**src/design/bta_pkg.sv**
```systemverilog
// Bakery ticket arbiter: shared sizes, codes and the structs that run
// between the controller and the ticket cells. No dependencies.
`default_nettype none

package bta_pkg;

  localparam int REQUESTERS  = 8;
  localparam int TICKET_BITS = 16;

  localparam int CNT_W = $clog2(REQUESTERS + 1);
  localparam int CMP_W = (CNT_W > 4) ? CNT_W : 4;

  localparam logic [3:0] CFG_RESET = 4'd8;

  typedef logic [TICKET_BITS-1:0] ticket_t;
  typedef logic [CMP_W-1:0]       slot_t;

  typedef enum logic [0:0] {
    KIND_REQUEST = 1'b0,
    KIND_RELEASE = 1'b1
  } kind_e;

  typedef enum logic [1:0] {
    ERR_OK      = 2'd0,
    ERR_RANGE   = 2'd1,
    ERR_EXHAUST = 2'd2
  } err_e;

  // Scan bundle handed from cell to cell: running max and smallest pair.
  typedef struct packed {
    logic    tok;
    ticket_t max;
    logic    found;
    ticket_t best_t;
    slot_t   best_id;
  } scan_t;

  // Ticket write broadcast from the controller to all cells.
  typedef struct packed {
    logic    en;
    slot_t   id;
    ticket_t data;
  } wr_t;

endpackage

`default_nettype wire

```
**src/design/bta_req_if.sv**
```systemverilog
// Request channel of the bakery ticket arbiter: valid/ready plus payload.
// No dependencies.
`default_nettype none

interface bta_req_if;
  logic       valid;
  logic       ready;
  logic       kind;
  logic [2:0] requester;

  modport source (output valid, kind, requester, input ready);
  modport sink   (input valid, kind, requester, output ready);
endinterface

`default_nettype wire

```
**src/design/bta_rsp_if.sv**
```systemverilog
// Result channel of the bakery ticket arbiter: valid/ready plus grant payload.
// No dependencies.
`default_nettype none

interface bta_rsp_if;
  logic        valid;
  logic        ready;
  logic        grant_valid;
  logic [2:0]  grant_id;
  logic [15:0] ticket_given;
  logic [1:0]  error;

  modport source (output valid, grant_valid, grant_id, ticket_given, error, input ready);
  modport sink   (input valid, grant_valid, grant_id, ticket_given, error, output ready);
endinterface

`default_nettype wire

```
**src/design/bta_cfg_if.sv**
```systemverilog
// Configuration write channel of the bakery ticket arbiter (one register).
// No dependencies.
`default_nettype none

interface bta_cfg_if;
  logic       valid;
  logic       ready;
  logic [3:0] active_requesters;

  modport source (output valid, active_requesters, input ready);
  modport sink   (input valid, active_requesters, output ready);
endinterface

`default_nettype wire

```
**src/design/bta_cell.sv**
```systemverilog
// One ticket slot of the arbiter chain: holds its ticket and folds it into
// the scan bundle passing by. Depends on bta_pkg.
`default_nettype none

module bta_cell (
  input  wire logic           clk_i,
  input  wire logic           rst_ni,
  input  wire bta_pkg::slot_t cell_id_i,
  input  wire bta_pkg::slot_t count_i,
  input  wire bta_pkg::wr_t   wr_i,
  input  wire bta_pkg::scan_t scan_i,
  output bta_pkg::scan_t      scan_o
);
  import bta_pkg::*;

  ticket_t ticket_q;
  ticket_t ticket_cur;
  scan_t   scan_d;
  scan_t   scan_q;
  logic    tok_q;
  logic    active;
  logic    take;

  always_comb begin
    // see a ticket written this cycle as the token passes
    ticket_cur = (wr_i.en && (wr_i.id == cell_id_i)) ? wr_i.data : ticket_q;
    active = (cell_id_i < count_i);
    take   = active && (ticket_cur != '0) &&
             (!scan_i.found || (ticket_cur < scan_i.best_t));
    scan_d = scan_i;
    if (active && (ticket_cur > scan_i.max)) begin
      scan_d.max = ticket_cur;
    end
    if (take) begin
      scan_d.found   = 1'b1;
      scan_d.best_t  = ticket_cur;
      scan_d.best_id = cell_id_i;
    end
  end

  always_ff @(posedge clk_i or negedge rst_ni) begin
    if (!rst_ni) begin
      ticket_q <= '0;
      tok_q    <= 1'b0;
    end else begin
      tok_q <= scan_i.tok;
      if (wr_i.en && (wr_i.id == cell_id_i)) begin
        ticket_q <= wr_i.data;
      end
    end
  end

  // Capture the bundle only as the token passes.
  always_ff @(posedge clk_i) begin
    if (scan_i.tok) begin
      scan_q <= scan_d;
    end
  end

  always_comb begin
    scan_o     = scan_q;
    scan_o.tok = tok_q;
  end

endmodule

`default_nettype wire

```
**src/design/bakery_ticket_arbiter.sv**
```systemverilog
// Top level of the bakery ticket arbiter: controller, chain of ticket cells,
// result register. Depends on bta_pkg, bta_req_if, bta_rsp_if, bta_cfg_if, bta_cell.
//
//   channel  dir  handshake          payload
//   req_i    in   valid/ready        kind, requester
//   rsp_o    out  valid/ready        grant_valid, grant_id, ticket_given, error
//   cfg_i    in   valid/ready        active_requesters
//
// A request in range is offered as a result once a scan token has walked the cell
// chain twice: once for the maximum ticket, then, as the ticket is written, again
// for the smallest (ticket, id) pair. An id out of range skips the first walk.
// Reset clears all tickets at once and sets the active count to eight.
// A new request is taken once the previous result sits in the output register;
// a stalled result blocks only the loading of the next one.
`default_nettype none

module bakery_ticket_arbiter (
  input  wire logic  clk_i,
  input  wire logic  rst_ni,
  bta_req_if.sink    req_i,
  bta_rsp_if.source  rsp_o,
  bta_cfg_if.sink    cfg_i
);
  import bta_pkg::*;

  typedef enum logic [3:0] {
    ST_IDLE = 4'b0001,
    ST_MAX  = 4'b0010,
    ST_MIN  = 4'b0100,
    ST_DONE = 4'b1000
  } state_e;

  state_e      state_q, state_d;
  logic [3:0]  cfg_q;
  slot_t       count;
  kind_e       kind_q, kind_d;
  slot_t       who_q, who_d;
  logic [15:0] given_q, given_d;
  err_e        err_q, err_d;
  logic        gv_q, gv_d;
  slot_t       gid_q, gid_d;
  logic        launch;
  logic        load_rsp;
  wr_t         wr;
  ticket_t     next_ticket;
  scan_t       seed;
  scan_t       chain [REQUESTERS+1];
  scan_t       tail;
  logic [REQUESTERS-1:0] tok_vec;

  logic        rsp_valid_q;
  logic        rsp_gv_q;
  logic [2:0]  rsp_gid_q;
  logic [15:0] rsp_given_q;
  err_e        rsp_err_q;

  assign count = (CMP_W'(cfg_q) > CMP_W'(REQUESTERS)) ? CMP_W'(REQUESTERS) : CMP_W'(cfg_q);
  assign cfg_i.ready = 1'b1;
  assign req_i.ready = (state_q == ST_IDLE);

  always_comb begin
    seed         = '0;
    seed.tok     = launch;
  end

  assign chain[0] = seed;

  for (genvar g = 0; g < REQUESTERS; g++) begin : g_cell
    bta_cell u_cell (
      .clk_i     (clk_i),
      .rst_ni    (rst_ni),
      .cell_id_i (CMP_W'(g)),
      .count_i   (count),
      .wr_i      (wr),
      .scan_i    (chain[g]),
      .scan_o    (chain[g+1])
    );
    assign tok_vec[g] = chain[g+1].tok;
  end

  assign tail        = chain[REQUESTERS];
  assign next_ticket = tail.max + ticket_t'(1);

  always_comb begin
    state_d  = state_q;
    kind_d   = kind_q;
    who_d    = who_q;
    given_d  = given_q;
    err_d    = err_q;
    gv_d     = gv_q;
    gid_d    = gid_q;
    launch   = 1'b0;
    load_rsp = 1'b0;
    wr       = '0;
    unique case (state_q)
      ST_IDLE: begin
        if (req_i.valid) begin
          kind_d  = kind_e'(req_i.kind);
          who_d   = CMP_W'(req_i.requester);
          given_d = '0;
          launch  = 1'b1;
          if (CMP_W'(req_i.requester) < count) begin
            err_d   = ERR_OK;
            state_d = ST_MAX;
          end else begin
            // out of range: skip the update, still report the grant
            err_d   = ERR_RANGE;
            state_d = ST_MIN;
          end
        end
      end
      ST_MAX: begin
        if (tail.tok) begin
          wr.id = who_q;
          if (kind_q == KIND_RELEASE) begin
            wr.en = 1'b1;
          end else if (&tail.max) begin
            err_d = ERR_EXHAUST;
          end else begin
            wr.en   = 1'b1;
            wr.data = next_ticket;
            given_d = 16'(next_ticket);
          end
          launch  = 1'b1;
          state_d = ST_MIN;
        end
      end
      ST_MIN: begin
        if (tail.tok) begin
          gv_d    = tail.found;
          gid_d   = tail.best_id;
          state_d = ST_DONE;
        end
      end
      ST_DONE: begin
        if (!rsp_valid_q || rsp_o.ready) begin
          load_rsp = 1'b1;
          state_d  = ST_IDLE;
        end
      end
      default: state_d = ST_IDLE;
    endcase
  end

  always_ff @(posedge clk_i or negedge rst_ni) begin
    if (!rst_ni) begin
      state_q     <= ST_IDLE;
      cfg_q       <= CFG_RESET;
      rsp_valid_q <= 1'b0;
    end else begin
      state_q <= state_d;
      if (cfg_i.valid) begin
        cfg_q <= cfg_i.active_requesters;
      end
      if (load_rsp) begin
        rsp_valid_q <= 1'b1;
      end else if (rsp_o.ready) begin
        rsp_valid_q <= 1'b0;
      end
    end
  end

  always_ff @(posedge clk_i) begin
    kind_q  <= kind_d;
    who_q   <= who_d;
    given_q <= given_d;
    err_q   <= err_d;
    gv_q    <= gv_d;
    gid_q   <= gid_d;
    if (load_rsp) begin
      rsp_gv_q    <= gv_q;
      rsp_gid_q   <= gv_q ? 3'(gid_q) : 3'd0;
      rsp_given_q <= given_q;
      rsp_err_q   <= err_q;
    end
  end

  assign rsp_o.valid        = rsp_valid_q;
  assign rsp_o.grant_valid  = rsp_gv_q;
  assign rsp_o.grant_id     = rsp_gid_q;
  assign rsp_o.ticket_given = rsp_given_q;
  assign rsp_o.error        = rsp_err_q;

  a_one_token: assert property (@(posedge clk_i) disable iff (!rst_ni)
    $onehot0(tok_vec))
    else $error("more than one scan token in the cell chain");

  a_rsp_from_done: assert property (@(posedge clk_i) disable iff (!rst_ni)
    $rose(rsp_valid_q) |-> $past(state_q == ST_DONE))
    else $error("result raised outside the done state");

  a_refused_no_ticket: assert property (@(posedge clk_i) disable iff (!rst_ni)
    (rsp_valid_q && (rsp_err_q != ERR_OK)) |-> (rsp_given_q == 16'd0))
    else $error("refused request reports a ticket");

  a_no_grant_id_zero: assert property (@(posedge clk_i) disable iff (!rst_ni)
    (rsp_valid_q && !rsp_gv_q) |-> (rsp_gid_q == 3'd0))
    else $error("grant id nonzero without a grant");

endmodule

`default_nettype wire
```
**src/flat_wrapper.sv**
```systemverilog
// flat-port wrapper written by rule: the top's interface ports become plain ports
module bakery_ticket_arbiter_flat import bta_pkg::*;
  (clk_i, rst_ni, req_i_valid, req_i_kind, req_i_requester, req_i_ready, rsp_o_valid, rsp_o_grant_valid, rsp_o_grant_id, rsp_o_ticket_given, rsp_o_error, rsp_o_ready, cfg_i_valid, cfg_i_active_requesters, cfg_i_ready);
  bta_req_if req_i_i ();
  bta_rsp_if rsp_o_i ();
  bta_cfg_if cfg_i_i ();
  input  wire logic clk_i;
  input  wire logic rst_ni;
  input wire logic [$bits(req_i_i.valid)-1:0] req_i_valid;
  input wire logic [$bits(req_i_i.kind)-1:0] req_i_kind;
  input wire logic [$bits(req_i_i.requester)-1:0] req_i_requester;
  output wire logic [$bits(req_i_i.ready)-1:0] req_i_ready;
  output wire logic [$bits(rsp_o_i.valid)-1:0] rsp_o_valid;
  output wire logic [$bits(rsp_o_i.grant_valid)-1:0] rsp_o_grant_valid;
  output wire logic [$bits(rsp_o_i.grant_id)-1:0] rsp_o_grant_id;
  output wire logic [$bits(rsp_o_i.ticket_given)-1:0] rsp_o_ticket_given;
  output wire logic [$bits(rsp_o_i.error)-1:0] rsp_o_error;
  input wire logic [$bits(rsp_o_i.ready)-1:0] rsp_o_ready;
  input wire logic [$bits(cfg_i_i.valid)-1:0] cfg_i_valid;
  input wire logic [$bits(cfg_i_i.active_requesters)-1:0] cfg_i_active_requesters;
  output wire logic [$bits(cfg_i_i.ready)-1:0] cfg_i_ready;
  assign req_i_i.valid = req_i_valid;
  assign req_i_i.kind = req_i_kind;
  assign req_i_i.requester = req_i_requester;
  assign req_i_ready = req_i_i.ready;
  assign rsp_o_valid = rsp_o_i.valid;
  assign rsp_o_grant_valid = rsp_o_i.grant_valid;
  assign rsp_o_grant_id = rsp_o_i.grant_id;
  assign rsp_o_ticket_given = rsp_o_i.ticket_given;
  assign rsp_o_error = rsp_o_i.error;
  assign rsp_o_i.ready = rsp_o_ready;
  assign cfg_i_i.valid = cfg_i_valid;
  assign cfg_i_i.active_requesters = cfg_i_active_requesters;
  assign cfg_i_ready = cfg_i_i.ready;
  bakery_ticket_arbiter u_core (.clk_i(clk_i), .rst_ni(rst_ni), .req_i(req_i_i), .rsp_o(rsp_o_i), .cfg_i(cfg_i_i));
endmodule
```
**config.mk**
```make
export PLATFORM = sky130hd
export DESIGN_NAME = bakery_ticket_arbiter_flat
export DESIGN_NICKNAME = d
export VERILOG_FILES = /design/src/design/bta_pkg.sv /design/src/design/bta_req_if.sv /design/src/design/bta_rsp_if.sv /design/src/design/bta_cfg_if.sv /design/src/design/bta_cell.sv /design/src/design/bakery_ticket_arbiter.sv /design/src/flat_wrapper.sv
export SDC_FILE = /design/constraint.sdc
export NUM_CORES = 1
export LEC_CHECK = 0
export BUFFER_PORTS_ARGS = -buffer_cell sky130_fd_sc_hd__buf_2
export CORE_ASPECT_RATIO = 1.25
export CORE_UTILIZATION = 69
export DETAILED_ROUTE_END_ITERATION = 10
export GPL_ROUTABILITY_DRIVEN = 0
export PLACE_DENSITY = 0.86
export REMOVE_ABC_BUFFERS = 1
export SLEW_MARGIN = 25
export SYNTH_ARGS = -nofsm -noshare
export SYNTH_HDL_FRONTEND = slang
export SYNTH_SLANG_ARGS = --single-unit
```
**constraint.sdc**
```tcl
create_clock -name clk_i -period 9.07 [get_ports clk_i]
set_input_delay 1.3605 -clock clk_i [delete_from_list [all_inputs] [get_ports clk_i]]
set_output_delay 1.3605 -clock clk_i [all_outputs]
set_load 0.03 [all_outputs]
```
==> results of run 1 <==
==> routing by layer <==
| layer | vias to the layer above | part of all wire, % | wire (um) | track usage (%) |
|---|---|---|---|---|
| met5 | - | 0 | 0 | 0 |
| met4 | 0 | 9.6 | 6290 | 31.5 |
| met3 | 331 | 7.9 | 5200 | 6.51 |
| met2 | 1079 | 47 | 31000 | 62.0 |
| met1 | 8224 | 35 | 23200 | 43.5 |
| li1 | 7444 | - | - | - |
==> layout make-up <==
class	count	share of cell area, %
clock buffer	57	4.61
clock inverter	23	0.740
inverter	224	3.27
multi-input combinational	1287	39.1
sequential	442	48.5
tap	423	2.05
timing repair buffer	69	1.69
==> critical path, cell delays in order (launching register included) <==
cell and delay [ns]:
edfxtp_1 0.54, ha_1 0.35, nand4_4 0.27, nor4_4 0.62, or3_1 0.62, o21ai_0 0.43, ha_1 0.40, nand3_1 0.06
or2_2 0.31, a21oi_1 0.13, a211oi_1 0.07, maj3_1 0.36, o2111ai_1 0.18, nand2_1 0.14, a21oi_1 0.57, buf_4 0.32
mux2_2 0.40
==> metrics by stage <==
stage               setup slack (ns)  instances  cell area [sq um]
floorplan                       3.72       1953              23500
global placement                3.40       2444              24400
detailed placement              3.24       2444              24400
CTS                             3.14       2524              25800
global route                    2.87       2525              25900
finish                          3.03       2525              25900
==> sequential cells by signal, summed over array words and instances (netlist names), 2 cells and up <==
register                       count
u_core.g_cell.u_cell.scan_o      249
u_core.cfg_q                       4
u_core.rsp_o.error                 2
u_core.state_q                     4
u_core.err_q                       2
u_core.rsp_o.grant_id              3
u_core.gid_q                       3
u_core.rsp_o.ticket_given         16
u_core.g_cell.u_cell.ticket_q    128
u_core.g_cell.u_cell.tok_q         8
u_core.given_q                    16
u_core.who_q                       3
==> worst max-delay path by stage <==
stage,to,from,slack [ns]
floorplan,u_core.g_cell[5].u_cell.scan_o[21],u_core.g_cell[7].u_cell.scan_o[21],3.72
global placement,u_core.g_cell[6].u_cell.scan_o[32],u_core.g_cell[7].u_cell.scan_o[21],3.40
detailed placement,u_core.g_cell[2].u_cell.scan_o[32],u_core.g_cell[7].u_cell.scan_o[21],3.24
CTS,u_core.g_cell[2].u_cell.scan_o[32],u_core.g_cell[7].u_cell.scan_o[21],3.14
global route,u_core.g_cell[6].u_cell.scan_o[32],u_core.g_cell[7].u_cell.scan_o[21],2.87
finish,u_core.g_cell[6].u_cell.scan_o[32],u_core.g_cell[7].u_cell.scan_o[21],3.03
==> Yosys cell counts, types with 12 or more instances <==
master    count
edfxtp_1    297
inv_1       223
mux2_2      207
ha_1        184
dfrtp_1     143
nand2_1     140
o21ai_0     131
nor2_1       87
a21oi_1      81
nor4_1       35
clkbuf_1     30
nand4_1      29
nor2b_1      28
nand3_1      27
a21o_1       26
nor3_1       24
nand2b_1     23
mux2i_1      21
xnor2_1      20
buf_2        19
or2_2        16
o21a_1       14
and4_1       13
o211ai_1     12
==> cell families (layout without fill, tap and decap cells) <==
group,count (synthesis),after routing,synth area share (%)
flops,442,442,52.7
mux,239,239,11.3
compound gates,348,348,9.13
simple gates,484,484,11.0
xor+xnor,26,26,0.957
buf+inv,290,373,4.94
fa+ha+maj,189,189,9.88
other cells,1,1,0.0158
==> power by group through the flow <==
stage	Sequential (mW)	Clock [mW]	Combinational (mW)
final	3.34	1.79	1.35
after global routing	3.35	1.86	1.46
after CTS	3.31	1.79	1.32
after detailed placement	3.34	0	1.29
after global placement	3.32	0	1.22
after floorplan	3.20	0	0.829
==> impl_metrics.xml, run 1 <==
<?xml version="1.0" encoding="UTF-8"?>
<metrics>
  <group name="outcome">
    <metric name="outcome" unit="">complete, no violations</metric>
  </group>
  <group name="setup_path">
    <metric name="critical_path.max_fanout" unit="">13</metric>
    <metric name="rr_startpoint" unit="">u_core.g_cell[7].u_cell.scan_o[21]</metric>
    <metric name="worst-r2r-cell-count" unit="">16</metric>
    <metric name="worst_setup_path_end_kind" unit="">flop</metric>
    <metric name="cp_data_required_time" unit="ns">9.37</metric>
    <metric name="reg2reg_slack" unit="ns">3.03</metric>
    <metric name="worst_r2r_endpoint" unit="">u_core.g_cell[6].u_cell.scan_o[32]</metric>
    <metric name="cp.arrival" unit="ns">6.33</metric>
    <metric name="critPathLaunchType" unit="">flop</metric>
    <metric name="timing.setup.critical_path_class" unit="">flop to flop</metric>
  </group>
  <group name="final_layout">
    <metric name="final_stage_net_count" unit="">2265</metric>
    <metric name="antenna_cells_inserted" unit="">0</metric>
    <metric name="final_cell_mix" unit="">297 x edfxtp_1, 223 x inv_1, 207 x mux2_2, 184 x ha_1, 143 x dfrtp_1</metric>
    <metric name="layout_commonest_cell" unit="">edfxtp_1</metric>
    <metric name="drive_gt1_share" unit="%">19.1</metric>
    <metric name="nFillCells" unit="">1965</metric>
    <metric name="area_growth_syn_to_layout" unit="%">8.65</metric>
    <metric name="multi_input_area" unit="sq mm">0.0101</metric>
    <metric name="seq_area" unit="sq mm">0.0125</metric>
    <metric name="layout.core_utilization" unit="%">76.5</metric>
  </group>
  <group name="placed_design">
    <metric name="post-dp-hpwl" unit="um">46400</metric>
    <metric name="port_buffer_count" unit="">36</metric>
  </group>
  <group name="clock_network">
    <metric name="root_driver" unit="">clkbuf_16</metric>
    <metric name="post_cts_setup_buffer_count" unit="">0</metric>
    <metric name="cts-hold-fix-buffers" unit="">0</metric>
    <metric name="ctsHtreeMaxLevel" unit="">2</metric>
    <metric name="cts-root-to-sink-buffers" unit="">3</metric>
    <metric name="cts_inserted_buffers" unit="">44</metric>
    <metric name="numClockSinks" unit="">442</metric>
    <metric name="tritoncts" unit="">yes</metric>
    <metric name="ctsResizeCount" unit="">0</metric>
    <metric name="clkLatencyLatePin" unit="ns">0.56</metric>
    <metric name="clock_transition_at_the_registers_of_the_reported_paths" unit="ns">0.07</metric>
  </group>
  <group name="min_path">
    <metric name="holdCritPathClass" unit="">flop to flop</metric>
    <metric name="worst_hold_endpoint" unit="">u_core.rsp_o.ticket_given[14]</metric>
    <metric name="start_point_of_the_worst_min_delay_path" unit="">u_core.given_q[14]</metric>
    <metric name="whs_path_depth" unit="">0</metric>
  </group>
  <group name="sta">
    <metric name="final_worst_clock_skew" unit="ns">0.0153</metric>
    <metric name="timing.setup.tns" unit="ns">0</metric>
    <metric name="rsz0062_at_grt" unit="">no</metric>
    <metric name="worst_slew_pin_slew" unit="ns">1.07</metric>
    <metric name="fin_crit_sh" unit="%">66.6</metric>
    <metric name="hold_violations" unit="">0</metric>
    <metric name="hold_slack" unit="ns">0.417</metric>
    <metric name="period_needed" unit="ns">6.04</metric>
    <metric name="final_setup_vio_count" unit="">0</metric>
    <metric name="max_slew_margin" unit="%">28.5</metric>
    <metric name="achievable-frequency" unit="MHz">166</metric>
    <metric name="final_max_slew_viol_count" unit="">0</metric>
  </group>
  <group name="floorplan">
    <metric name="initial_core_util" unit="%">70.4</metric>
    <metric name="die_height" unit="um">210</metric>
    <metric name="row_count" unit="">75</metric>
    <metric name="dieArea" unit="sq mm">0.0352</metric>
    <metric name="floorplan_die_width" unit="um">168</metric>
    <metric name="boundaryPins" unit="">38</metric>
    <metric name="fp.coreArea" unit="sq mm">0.0338</metric>
  </group>
  <group name="drt">
    <metric name="drt_iter0_drc" unit="">2134</metric>
    <metric name="routedWlPerCell" unit="um">26.0</metric>
    <metric name="firstDrtPassIters" unit="">8</metric>
    <metric name="drc" unit="">0</metric>
    <metric name="post_drt_via_cell_ratio" unit="">6.76</metric>
    <metric name="route.vias.total" unit="">17078</metric>
    <metric name="detail-route-antenna-nets" unit="">0</metric>
    <metric name="routed_wirelength" unit="um">65700</metric>
  </group>
  <group name="yosys">
    <metric name="yosysWarningCount" unit="">0</metric>
    <metric name="synth_seq_cells" unit="">442</metric>
    <metric name="fraction_of_the_yosys_area_taken_by_sequential_cells" unit="%">52.7</metric>
    <metric name="synthArstFlopShare" unit="%">32.8</metric>
    <metric name="synthTopCellsByArea" unit="">edfxtp_1 37%, dfrtp_1 15%, mux2_2 9.8%, ha_1 9.7%, inv_1 3.5%</metric>
    <metric name="post_synth_inst_count" unit="">2019</metric>
    <metric name="synthFlopType" unit="">edfxtp_1</metric>
    <metric name="synth-edff-count" unit="">297</metric>
    <metric name="synth.avg_cell_area" unit="sq um">11.8</metric>
    <metric name="syn_area" unit="sq mm">0.0238</metric>
    <metric name="netlist-cell-type-count" unit="">94</metric>
    <metric name="biggest_area_consumer_among_synthesized_cells" unit="">edfxtp_1</metric>
    <metric name="netlist.area_leader.share" unit="%">37.5</metric>
  </group>
  <group name="pwr">
    <metric name="cell_internal_pwr" unit="mW">4.42</metric>
    <metric name="total_leakage_power" unit="nW">11.4</metric>
    <metric name="post-layout-total-power" unit="mW">6.47</metric>
    <metric name="p_per_area" unit="mW/mm^2">250</metric>
    <metric name="power.sequential.fraction" unit="%">51.6</metric>
    <metric name="clock_power_share" unit="%">27.6</metric>
    <metric name="p_comb_share" unit="%">20.8</metric>
    <metric name="switchingPower" unit="mW">2.05</metric>
    <metric name="power.ir.vdd_worst" unit="V">0.000187</metric>
    <metric name="power.switching_fraction" unit="%">31.7</metric>
  </group>
  <group name="job">
    <metric name="drv_cap" unit="">0</metric>
  </group>
  <group name="global_route">
    <metric name="grt_pass1_vias" unit="">17239</metric>
    <metric name="grt_start_max_net_pins" unit="">87</metric>
    <metric name="grt_overflow_total" unit="">0</metric>
    <metric name="first_pass_grt_wire_length" unit="um">98800</metric>
    <metric name="global_route.usage.total" unit="%">37.8</metric>
    <metric name="grt_antenna_before_repair" unit="">0</metric>
  </group>
</metrics>
(Power assumes the default switching activity.)
==> run 2, diff against run 1 <==
--- a/config.mk
+++ b/config.mk
@@ -7,10 +7,10 @@
 export LEC_CHECK = 0
 export BUFFER_PORTS_ARGS = -buffer_cell sky130_fd_sc_hd__buf_2
 export CORE_ASPECT_RATIO = 1.25
-export CORE_UTILIZATION = 69
+export CORE_UTILIZATION = 64
 export DETAILED_ROUTE_END_ITERATION = 10
 export GPL_ROUTABILITY_DRIVEN = 0
-export PLACE_DENSITY = 0.86
+export PLACE_DENSITY = 0.81
 export REMOVE_ABC_BUFFERS = 1
 export SLEW_MARGIN = 25
 export SYNTH_ARGS = -nofsm -noshare
==> constraint.sdc (replaced) <==
create_clock -name clk_i -period 6.13 [get_ports clk_i]
set_input_delay 0.9195 -clock clk_i [delete_from_list [all_inputs] [get_ports clk_i]]
set_output_delay 0.9195 -clock clk_i [all_outputs]
set_load 0.03 [all_outputs]
==> run 2 against run 1 <==
  * Critical path depth up 1
  * Fmax increased by 5.5%
  * Global-route usage is 3.3 points lower
  * Register-to-register slack got worse by 2.6 ns
  * Die area increased by 7.7%
  * Largest power group unchanged
  * Non-clock buffer count up 26
  * Largest cell class unchanged
  * Worst hold slack worse by 0.20 ns
  * Worst setup slack worse by 2.6 ns
  * Total power increased by 50%
  * Final cell count increased by 3.4%
==> impl_metrics.xml, run 2 (synthesis gave the netlist of run 1 again) <==
<?xml version="1.0" encoding="UTF-8"?>
<metrics>
  <group name="placed_design">
    <metric name="dpl-instance-area" unit="sq mm">0.0247</metric>
    <metric name="placement_stage_worst_setup_slack" unit="ns">0.515</metric>
    <metric name="port_buffer_count" unit="">36</metric>
    <metric name="post-dp-hpwl" unit="um">46500</metric>
  </group>
  <group name="setup_path">
    <metric name="worst-r2r-cell-count" unit="">17</metric>
    <metric name="rr_startpoint" unit="">u_core.g_cell[7].u_cell.scan_o[21]</metric>
    <metric name="cp.buffers_inverters" unit="">2</metric>
    <metric name="crit_cells" unit="">17</metric>
    <metric name="critPathLaunchType" unit="">flop</metric>
    <metric name="reg2reg_slack" unit="ns">0.41</metric>
    <metric name="cp.arrival" unit="ns">6.01</metric>
    <metric name="critical-path-slowest-cell" unit="">or4_1</metric>
    <metric name="setup.worst_path.start" unit="">u_core.g_cell[7].u_cell.scan_o[21]</metric>
    <metric name="timing.critical_path.cells" unit="">ha_1 &gt; nand4_4 &gt; or4_1 &gt; o211ai_1 &gt; buf_2 &gt; o21ai_0 &gt; ha_1 &gt; nand3_1 &gt; or2_2 &gt; a21oi_1 &gt; a211oi_1 &gt; maj3_1 &gt; o2111ai_1 &gt; nand2_1 &gt; a21oi_1 &gt; buf_4 &gt; mux2_2</metric>
    <metric name="max_stage_delay" unit="ns">0.64</metric>
    <metric name="cp_data_required_time" unit="ns">6.42</metric>
    <metric name="timing.setup.critical_path_class" unit="">flop to flop</metric>
    <metric name="worst_setup_path_endpoint" unit="">u_core.g_cell[6].u_cell.scan_o[29]</metric>
    <metric name="worst_r2r_endpoint" unit="">u_core.g_cell[6].u_cell.scan_o[29]</metric>
    <metric name="worst_setup_path_end_kind" unit="">flop</metric>
    <metric name="critical_path.max_fanout" unit="">13</metric>
    <metric name="critical-path-top-delay-family" unit="">simple AND/OR/NAND/NOR gates</metric>
  </group>
  <group name="pwr">
    <metric name="total_leakage_power" unit="nW">11.5</metric>
    <metric name="post-layout-total-power" unit="mW">9.71</metric>
    <metric name="p_per_area" unit="mW/mm^2">369</metric>
    <metric name="power.ir.vdd_worst" unit="V">0.000261</metric>
  </group>
  <group name="clock_network">
    <metric name="tritoncts" unit="">yes</metric>
    <metric name="cts-root-to-sink-buffers" unit="">3</metric>
    <metric name="cts-hold-fix-buffers" unit="">0</metric>
    <metric name="ctsHtreeMaxLevel" unit="">2</metric>
    <metric name="numClockSinks" unit="">442</metric>
    <metric name="ctsResizeCount" unit="">0</metric>
    <metric name="cts_inserted_buffers" unit="">44</metric>
    <metric name="post_cts_setup_buffer_count" unit="">0</metric>
    <metric name="root_driver" unit="">clkbuf_16</metric>
    <metric name="clock_transition_at_the_registers_of_the_reported_paths" unit="ns">0.07</metric>
    <metric name="clkLatencyLatePin" unit="ns">0.56</metric>
  </group>
  <group name="sta">
    <metric name="final_critical_path_setup_slack" unit="ns">0.408</metric>
    <metric name="worst_slew_pin_slew" unit="ns">1.03</metric>
    <metric name="achievable-frequency" unit="MHz">175</metric>
    <metric name="fin_crit_sh" unit="%">93.3</metric>
    <metric name="rsz0062_at_grt" unit="">no</metric>
    <metric name="final_worst_clock_skew" unit="ns">0.0273</metric>
    <metric name="hold_violations" unit="">0</metric>
    <metric name="final_setup_vio_count" unit="">0</metric>
    <metric name="period_needed" unit="ns">5.72</metric>
    <metric name="max_slew_margin" unit="%">31.5</metric>
    <metric name="final_max_slew_viol_count" unit="">0</metric>
    <metric name="timing.setup.tns" unit="ns">0</metric>
  </group>
  <group name="final_layout">
    <metric name="antenna_cells_inserted" unit="">0</metric>
    <metric name="drive_gt1_share" unit="%">20.3</metric>
    <metric name="nFillCells" unit="">2449</metric>
    <metric name="seq_area" unit="sq mm">0.0125</metric>
    <metric name="largest_register_ffs" unit="">249</metric>
    <metric name="design_area" unit="sq mm">0.0263</metric>
    <metric name="layout.core_utilization" unit="%">72.0</metric>
    <metric name="final_stage_net_count" unit="">2291</metric>
    <metric name="area_growth_syn_to_layout" unit="%">10.5</metric>
    <metric name="layout_commonest_cell" unit="">edfxtp_1</metric>
    <metric name="final_cell_mix" unit="">297 x edfxtp_1, 223 x inv_1, 207 x mux2_2, 184 x ha_1, 143 x dfrtp_1</metric>
    <metric name="multi_input_area" unit="sq mm">0.0101</metric>
  </group>
  <group name="drt">
    <metric name="detail-route-antenna-nets" unit="">0</metric>
    <metric name="post_drt_via_cell_ratio" unit="">6.38</metric>
    <metric name="routedWlPerCell" unit="um">24.5</metric>
    <metric name="drc" unit="">0</metric>
    <metric name="route.vias.total" unit="">16652</metric>
    <metric name="routed_wirelength" unit="um">63900</metric>
    <metric name="drt_iter0_drc" unit="">1703</metric>
    <metric name="firstDrtPassIters" unit="">6</metric>
  </group>
  <group name="global_route">
    <metric name="grt_pass1_vias" unit="">17007</metric>
    <metric name="grt_antenna_before_repair" unit="">0</metric>
    <metric name="grt_start_max_net_pins" unit="">90</metric>
    <metric name="grt_overflow_total" unit="">0</metric>
    <metric name="global_route.usage.total" unit="%">34.5</metric>
    <metric name="first_pass_grt_wire_length" unit="um">97700</metric>
  </group>
  <group name="floorplan">
    <metric name="initial_core_util" unit="%">65.2</metric>
    <metric name="die_height" unit="um">218</metric>
    <metric name="dieArea" unit="sq mm">0.0380</metric>
    <metric name="floorplan_die_width" unit="um">174</metric>
    <metric name="boundaryPins" unit="">38</metric>
    <metric name="row_count" unit="">78</metric>
    <metric name="fp.coreArea" unit="sq mm">0.0365</metric>
  </group>
  <group name="outcome">
    <metric name="outcome" unit="">complete, no violations</metric>
  </group>
  <group name="min_path">
    <metric name="holdCritPathClass" unit="">primary input to async pin</metric>
  </group>
  <group name="job">
    <metric name="drv_cap" unit="">0</metric>
  </group>
</metrics>
-- run 2: changes by cell type in the layout (fill, tap and decap cells not counted), sizes merged --
cell,change
clkbuf,+2
clkinvlp,+2
buf,+26
bufinv,+4
inv,-1
clkinv,-5
-- run 2: cell type report --
class                   count  share of cell area, %
well taps                 480                   2.28
multi-input cells        1287                   38.4
clock buffers              59                   4.72
clock inverters            23                   1.18
repair buffers             95                   2.46
flip-flops and latches    442                   47.7
inverters                 224                   3.22
-- run 2: per-stage QoR --
step	cells	hold WS (ns)
after global routing	2610	0.219
final	2610	0.219
after detailed placement	2526	0.406
after CTS	2608	0.418
after floorplan	1953	0.400
after global placement	2526	0.403
-- run 2: worst min-delay path by stage --
| stage | end | slack [ns] |
|---|---|---|
| finish | u_core.g_cell[0].u_cell.ticket_q[10] | 0.22 |
| floorplan | u_core.gid_q[0] | 0.40 |
| global route | u_core.g_cell[0].u_cell.ticket_q[10] | 0.22 |
| global placement | u_core.rsp_o.error[1] | 0.40 |
| detailed placement | u_core.rsp_o.ticket_given[4] | 0.41 |
| CTS | u_core.rsp_o.ticket_given[4] | 0.42 |
-- run 2: power breakdown --
part           leakage [nW]  total (mW)  internal, mW  switching, mW
Combinational          6.00        1.98         0.805           1.17
Sequential             4.80        4.86          4.23          0.625
Clock                 0.750        2.88          1.72           1.15
Total                  11.5        9.71          6.76           2.95
-- run 2: routing by layer --
metal | track usage, % | part of all wire [%] | vias up
met1 | 39.1 | 36 | 8020
li1 | - | - | 7494
met2 | 57.6 | 48 | 824
met4 | 27.8 | 9.2 | 0
met5 | 0 | 0 | -
met3 | 5.89 | 7.0 | 314
